===== config.mk =====
export PLATFORM = sky130hd
export DESIGN_NAME = first_fit_slot_allocator_top
export DESIGN_NICKNAME = d
export VERILOG_FILES = /design/src/sv/ffsa_pkg.sv /design/src/sv/ffsa_cell.sv /design/src/sv/first_fit_slot_allocator_top.sv
export SDC_FILE = /design/constraint.sdc
export NUM_CORES = 2
export LEC_CHECK = 0
export ABC_AREA = 1
export BUFFER_PORTS_ARGS = -buffer_cell sky130_fd_sc_hd__buf_2
export CAP_MARGIN = 20
export CORE_MARGIN = 1
export CORE_UTILIZATION = 50
export DETAILED_ROUTE_END_ITERATION = 8
export MAX_ROUTING_LAYER = met4
export PLACE_DENSITY = 0.61
export SLEW_MARGIN = 15
export SYNTH_ARGS = -nofsm -noshare
export SYNTH_HDL_FRONTEND = slang
export SYNTH_SLANG_ARGS = --single-unit

===== constraint.sdc =====
create_clock -name clock -period 3.86 [get_ports clock]
set_input_delay 0.386 -clock clock [delete_from_list [all_inputs] [get_ports clock]]
set_output_delay 0.386 -clock clock [all_outputs]
set_load 0.1 [all_outputs]

===== src/sv/ffsa_pkg.sv =====
// Shared types and constants of the first-fit slot allocator.
// No dependencies; used by every module of the block.
`default_nettype none

package ffsa_pkg;

   // Fixed field widths of the request and result transfers.
   localparam int SLOT_W = 5;
   localparam int OUT_W  = 6;

   // Request function codes.
   localparam logic FUNC_ALLOC = 1'b0;
   localparam logic FUNC_CLEAR = 1'b1;

   typedef struct packed {
      logic              func;
      logic [SLOT_W-1:0] start_slot;
      logic [SLOT_W-1:0] end_slot;
   } req_type;

   typedef struct packed {
      logic [OUT_W-1:0] chosen_resource;
      logic [OUT_W-1:0] resources_in_use;
      logic             overflow;
   } rsp_type;

   // Search token handed from cell to cell.
   typedef struct packed {
      logic active;
      logic placed;
   } tok_type;

endpackage

`default_nettype wire


===== src/sv/ffsa_cell.sv =====
// One resource cell: holds one occupancy bitmap and passes the search token on.
// Depends on ffsa_pkg for the token type.
`default_nettype none

module ffsa_cell #(
   parameter int NUM_SLOTS = 24,
   parameter int RES_W     = 6,
   parameter int CELL_NUM  = 1
) (
   input  wire                     clock,
   input  wire                     reset,
   input  wire                     clear,
   input  wire [NUM_SLOTS-1:0]     mask,
   input  ffsa_pkg::tok_type       up_tok,
   input  wire [RES_W-1:0]         up_chosen,
   output ffsa_pkg::tok_type       dn_tok,
   output logic [RES_W-1:0]        dn_chosen
);
   import ffsa_pkg::*;

   logic [NUM_SLOTS-1:0] occ_ff, occ_in;
   tok_type              tok_ff, tok_in;
   logic [RES_W-1:0]     chosen_ff, chosen_in;
   logic                 take;

   // The first free cell the token meets claims the range.
   assign take = up_tok.active && !up_tok.placed && ((occ_ff & mask) == '0);

   always_comb begin
      tok_in.active = up_tok.active;
      tok_in.placed = up_tok.placed | take;
      chosen_in     = take ? RES_W'(CELL_NUM) : up_chosen;
      if (clear) begin
         occ_in = '0;
      end else if (take) begin
         occ_in = occ_ff | mask;
      end else begin
         occ_in = occ_ff;
      end
   end

   always_ff @(posedge clock) begin
      if (reset) begin
         tok_ff <= '0;
         occ_ff <= '0;
      end else begin
         tok_ff <= tok_in;
         occ_ff <= occ_in;
      end
      chosen_ff <= chosen_in;
   end

   assign dn_tok    = tok_ff;
   assign dn_chosen = chosen_ff;

endmodule

`default_nettype wire


===== src/sv/first_fit_slot_allocator_top.sv =====
// Top level of the first-fit slot allocator: request control and the cell chain.
// Depends on ffsa_pkg and ffsa_cell.
//
// Usage:
//  - A request transfer takes place at a rising edge where start is high and
//    busy is low. req_item carries func, start_slot and end_slot.
//  - An allocate request sends a token down a chain of NUM_RESOURCES cells, one
//    cell per cycle; the first cell whose bitmap is free on the range claims it.
//    The result strobe rsp_valid rises once the token has left the last cell
//    and the result is registered, and busy stays high until the result is
//    registered, so no new request is taken while an allocate is in the chain.
//  - A clear request empties every bitmap at once and its result appears in
//    the next cycle; busy does not rise and a new request may follow at once.
//  - Each result is shown for exactly one cycle with rsp_valid high; the
//    receiver cannot stall it.
//  - Reset clears all bitmaps, sets the resource count to one and drops busy.
`default_nettype none

module first_fit_slot_allocator_top #(
   parameter int NUM_RESOURCES = 32,
   parameter int NUM_SLOTS     = 24
) (
   input  wire                clock,
   input  wire                reset,
   input  wire                start,
   output logic               busy,
   input  ffsa_pkg::req_type  req_item,
   output logic               rsp_valid,
   output ffsa_pkg::rsp_type  rsp_item
);
   import ffsa_pkg::*;

   localparam int RES_W = $clog2(NUM_RESOURCES + 1);
   localparam int CMP_W = 7;

   logic                 busy_ff, busy_in;
   logic                 inject_ff, inject_in;
   logic [NUM_SLOTS-1:0] mask_ff, mask_in;
   logic [RES_W-1:0]     count_ff, count_in;
   logic                 rsp_vld_ff, rsp_vld_in;
   rsp_type              rsp_ff, rsp_in;
   logic                 accept;
   logic                 clear_now;
   logic [NUM_SLOTS-1:0] range_mask;

   tok_type              tok_chain [NUM_RESOURCES+1];
   logic [RES_W-1:0]     chosen_chain [NUM_RESOURCES+1];
   tok_type              last_tok;
   logic [RES_W-1:0]     last_chosen;

   assign accept = start && !busy_ff;

   // Slot mask of the half-open range; slots past the end of the map drop out.
   always_comb begin
      for (int j = 0; j < NUM_SLOTS; j++) begin
         range_mask[j] = (CMP_W'(j) >= CMP_W'(req_item.start_slot)) &&
                         (CMP_W'(j) <  CMP_W'(req_item.end_slot));
      end
   end

   // The token enters the first cell in the cycle after the transfer.
   assign tok_chain[0].active = inject_ff;
   assign tok_chain[0].placed = 1'b0;
   assign chosen_chain[0]     = '0;

   for (genvar i = 0; i < NUM_RESOURCES; i++) begin : g_cell
      ffsa_cell #(
         .NUM_SLOTS (NUM_SLOTS),
         .RES_W     (RES_W),
         .CELL_NUM  (i + 1)
      ) u_cell (
         .clock     (clock),
         .reset     (reset),
         .clear     (clear_now),
         .mask      (mask_ff),
         .up_tok    (tok_chain[i]),
         .up_chosen (chosen_chain[i]),
         .dn_tok    (tok_chain[i+1]),
         .dn_chosen (chosen_chain[i+1])
      );
   end

   assign last_tok    = tok_chain[NUM_RESOURCES];
   assign last_chosen = chosen_chain[NUM_RESOURCES];

   // Request control and result formation.
   always_comb begin
      busy_in    = busy_ff;
      inject_in  = 1'b0;
      mask_in    = mask_ff;
      count_in   = count_ff;
      rsp_vld_in = 1'b0;
      rsp_in     = rsp_ff;
      clear_now  = 1'b0;

      if (accept) begin
         if (req_item.func == FUNC_CLEAR) begin
            clear_now               = 1'b1;
            count_in                = RES_W'(1);
            rsp_vld_in              = 1'b1;
            rsp_in.chosen_resource  = '0;
            rsp_in.resources_in_use = OUT_W'(1);
            rsp_in.overflow         = 1'b0;
         end else begin
            busy_in   = 1'b1;
            inject_in = 1'b1;
            mask_in   = range_mask;
         end
      end

      // The token leaving the last cell finishes the allocate.
      if (last_tok.active) begin
         busy_in    = 1'b0;
         rsp_vld_in = 1'b1;
         if (last_tok.placed) begin
            if (last_chosen > count_ff) begin
               count_in = last_chosen;
            end
            rsp_in.chosen_resource  = OUT_W'(last_chosen);
            rsp_in.resources_in_use = OUT_W'(count_in);
            rsp_in.overflow         = 1'b0;
         end else begin
            rsp_in.chosen_resource  = '0;
            rsp_in.resources_in_use = OUT_W'(count_ff);
            rsp_in.overflow         = 1'b1;
         end
      end
   end

   always_ff @(posedge clock) begin
      if (reset) begin
         busy_ff    <= 1'b0;
         inject_ff  <= 1'b0;
         count_ff   <= RES_W'(1);
         rsp_vld_ff <= 1'b0;
      end else begin
         busy_ff    <= busy_in;
         inject_ff  <= inject_in;
         count_ff   <= count_in;
         rsp_vld_ff <= rsp_vld_in;
      end
      mask_ff <= mask_in;
      rsp_ff  <= rsp_in;
   end

   assign busy      = busy_ff;
   assign rsp_valid = rsp_vld_ff;
   assign rsp_item  = rsp_ff;

endmodule

`default_nettype wire


==> impl_metrics.json <==
{
  "outcome": "finished clean",
  "max-vdd-ir-drop_uv": 382,
  "finalSetupViolations": 0,
  "seqCellArea_um2": 20600,
  "cp-end-kind": "flop",
  "slew_headroom": 0.313,
  "drt-wirelength-per-cell_um": 17.0,
  "tritoncts": "done",
  "grt_pass1_vias": 31600,
  "arrival_ns": 3.17,
  "yosysSeqAreaShare": 0.488,
  "multiInputGateArea_um2": 15500,
  "numCtsBuffers": 103,
  "final-hold-violation-count": 0,
  "die_w_um": 293,
  "cts-htree-levels": 3,
  "io_buffer_count": 28,
  "fill_cells": 8036,
  "critPathBufInv": 1,
  "crit_family": "simple AND/OR/NAND/NOR gates",
  "grt_usage": 0.271,
  "synth_edf_count": 37,
  "cap_violations": 0,
  "hp-class": "in -> reg",
  "start_util": 0.505,
  "max_slew.worst_pin.slew_ns": 1.03,
  "min_period_ns": 2.57,
  "synth_warnings": 0,
  "totalWireLength_um": 114000,
  "ys_top_cells_by_area": "dfxtp_1, a21oi_1, nand3_1, nand2_1, inv_1",
  "cts_root_buffer": "clkbuf_16",
  "cts_setup_buffers": 0,
  "netlist_area_um2": 42300,
  "crit_chain": "inv_2 -> o21ai_0 -> nor2_1 -> nand2_1 -> nor2_2 -> and2_1 -> nor2_1 -> nor2_1",
  "grt_overflow": 0,
  "fin_ws_ns": 1.29,
  "antenna_found_initial": 0,
  "synth_flop_cell": "dfxtp_1",
  "ant_nets": 0,
  "leakagePower_nw": 16.4,
  "die_area_um2": 85800,
  "io_pins": 29,
  "synth_top_cell_area_share": 0.462,
  "drv_slew": 0,
  "cts_hold_buffers": 0,
  "startpoint_type": "flop",
  "first_pass_iters": 5,
  "synthArstFlopShare": 0,
  "vias_per_cell": 5.12,
  "hold_slack_ns": 0.0125,
  "clk_pin_slew_worst_paths_ns": 0.06,
  "drt_iter0_markers": 2749,
  "yosysUniqueCellTypes": 37,
  "critPathMaxFanout": 25,
  "avgSynthCellArea_um2": 7.54,
  "place_congestion": 0.858,
  "yosys.area.top_type": "dfxtp_1",
  "cts_sinks": 1013,
  "dp_hpwl_um": 64000,
  "drive_above_1_share": 0.0848,
  "die_h_um": 293,
  "row_count": 106,
  "vias": 34200,
  "coreArea_um2": 83700,
  "period_share": 0.667,
  "drc": 0,
  "rsz0062_at_grt": "false",
  "postCtsResizedCells": 0,
  "cpPeakStageDelay_ns": 0.73,
  "tns_ns": 0,
  "syn2layout_area_growth_pct": 8.81,
  "critPathKind": "reg -> reg",
  "grt_max_degree": 106,
  "yosysMostFrequentCell": "nand2_1",
  "netlist_instances": 5612,
  "power_density_nw_per_um2": 479,
  "clockBufferDepth": 3,
  "worst_path_most_repeated_cell": "nor2_1",
  "required_ns": 4.45,
  "grt_pass1_wl_um": 179000,
  "synth_seq_cells": 1013,
  "fmax_mhz": 388,
  "synthTopCellsByCount": "nand2_1, dfxtp_1, inv_1",
  "nNetsFinal": 5469,
  "clock_latency_ns": 0.67,
  "syn_nets": 5632,
  "place_ws_ns": 1.27,
  "critPathSlowestCell": "nor2_2",
  "fin_worst_skew_ns": 0.0197
}
## metrics by stage
step	power (mW)	cell area [um2]	util	std cells
6_report	22.0	46000	0.550	6669
5_1_grt	22.7	46000	0.550	6666
4_1_cts	22.2	46000	0.550	6665
3_5_place_dp	11.9	42500	0.507	6477
3_3_place_gp	11.9	42400	0.507	6476
2_1_floorplan	11.5	42300	-	5612
## final timing paths
path | slack (ns) | depth (start not counted) | startpoint | to
worst min-delay path | 0.01 | 2 | req_item[10] | inject_ff$_SDFF_PP0_
worst max-delay path | 1.29 | 8 | mask_ff[14]$_DFFE_PP_ | g_cell[18].u_cell.dn_tok[0]$_SDFF_PP0_
worst max register to register | 1.29 | 8 | mask_ff[14]$_DFFE_PP_ | g_cell[18].u_cell.dn_tok[0]$_SDFF_PP0_
worst min register to register | 0.40 | 1 | g_cell[25].u_cell.dn_chosen[3]$_SDFF_PP1_ | g_cell[26].u_cell.dn_chosen[3]$_SDFF_PP1_
## cells by family after synthesis
logic type,share of synthesized area
flip-flops,0.488
adder cells (fa/ha/maj),0.00177
buffers and inverters,0.146
AND/OR/NAND/NOR,0.241
AO/OA/AOI/OAI,0.124
## final cells by class
| cell class | count | share of cell area |
|---|---|---|
| flip-flops and latches | 1013 | 0.449 |
| clock buffers | 149 | 0.0652 |
| multi-input cells | 3247 | 0.337 |
| well taps | 1134 | 0.0308 |
| diodes | 3 | 0.000163 |
| clock inverters | 39 | 0.0117 |
| inverters | 964 | 0.0786 |
| repair buffers | 120 | 0.0282 |
## flip-flops by register name, summed over array words and instances, names as in the netlist
| signal | cells |
|---|---|
| busy | 1 |
| count_ff | 6 |
| g_cell.u_cell.dn_chosen | 135 |
| g_cell.u_cell.dn_tok | 64 |
| g_cell.u_cell.occ_ff | 768 |
| inject_ff | 1 |
| mask_ff | 24 |
| rsp_item | 13 |
| rsp_valid | 1 |
## routing by layer
| layer | GRT usage | wire length [um] | vias to the layer above |
|---|---|---|---|
| met4 | 0.0682 | 2650 | 0 |
| met5 | - | 0 | - |
| met3 | 0.0286 | 5460 | 170 |
| met1 | 0.368 | 53100 | 16000 |
| met2 | 0.433 | 52400 | 746 |
| li1 | - | - | 17300 |
## placed cells by master (no fill, tap or decap), types with 2 or more instances in the layout
| master | n |
|---|---|
| and2_1 | 7 |
| nor4_1 | 3 |
| a31oi_1 | 3 |
| inv_2 | 12 |
| o21ai_0 | 97 |
| clkinv_8 | 4 |
| inv_1 | 952 |
| nand2_1 | 991 |
| nand3_1 | 781 |
| ha_1 | 6 |
| clkinvlp_4 | 2 |
| bufinv_16 | 11 |
| clkbuf_16 | 105 |
| diode_2 | 3 |
| or2_1 | 16 |
| nor3_1 | 7 |
| buf_4 | 57 |
| a21oi_1 | 781 |
| or2_2 | 36 |
| o21ai_1 | 43 |
| edfxtp_1 | 37 |
| clkinv_4 | 2 |
| nor2_4 | 52 |
| nor2_1 | 304 |
| nor2_2 | 13 |
| a21boi_0 | 3 |
| nand3_2 | 30 |
| buf_12 | 34 |
| inv_6 | 3 |
| clkbuf_1 | 23 |
| clkinv_2 | 17 |
| buf_16 | 2 |
| buf_2 | 27 |
| a21oi_2 | 39 |
| o211ai_1 | 21 |
| a211oi_1 | 6 |
| clkbuf_8 | 21 |
| dfxtp_1 | 976 |
## report_power, final
group,total (mW),internal [mW],switching [mW]
Clock,10.4,6.14,4.26
Combinational,0.980,0.183,0.798
Sequential,10.7,10.6,0.0464
(Power assumes the default switching activity.)
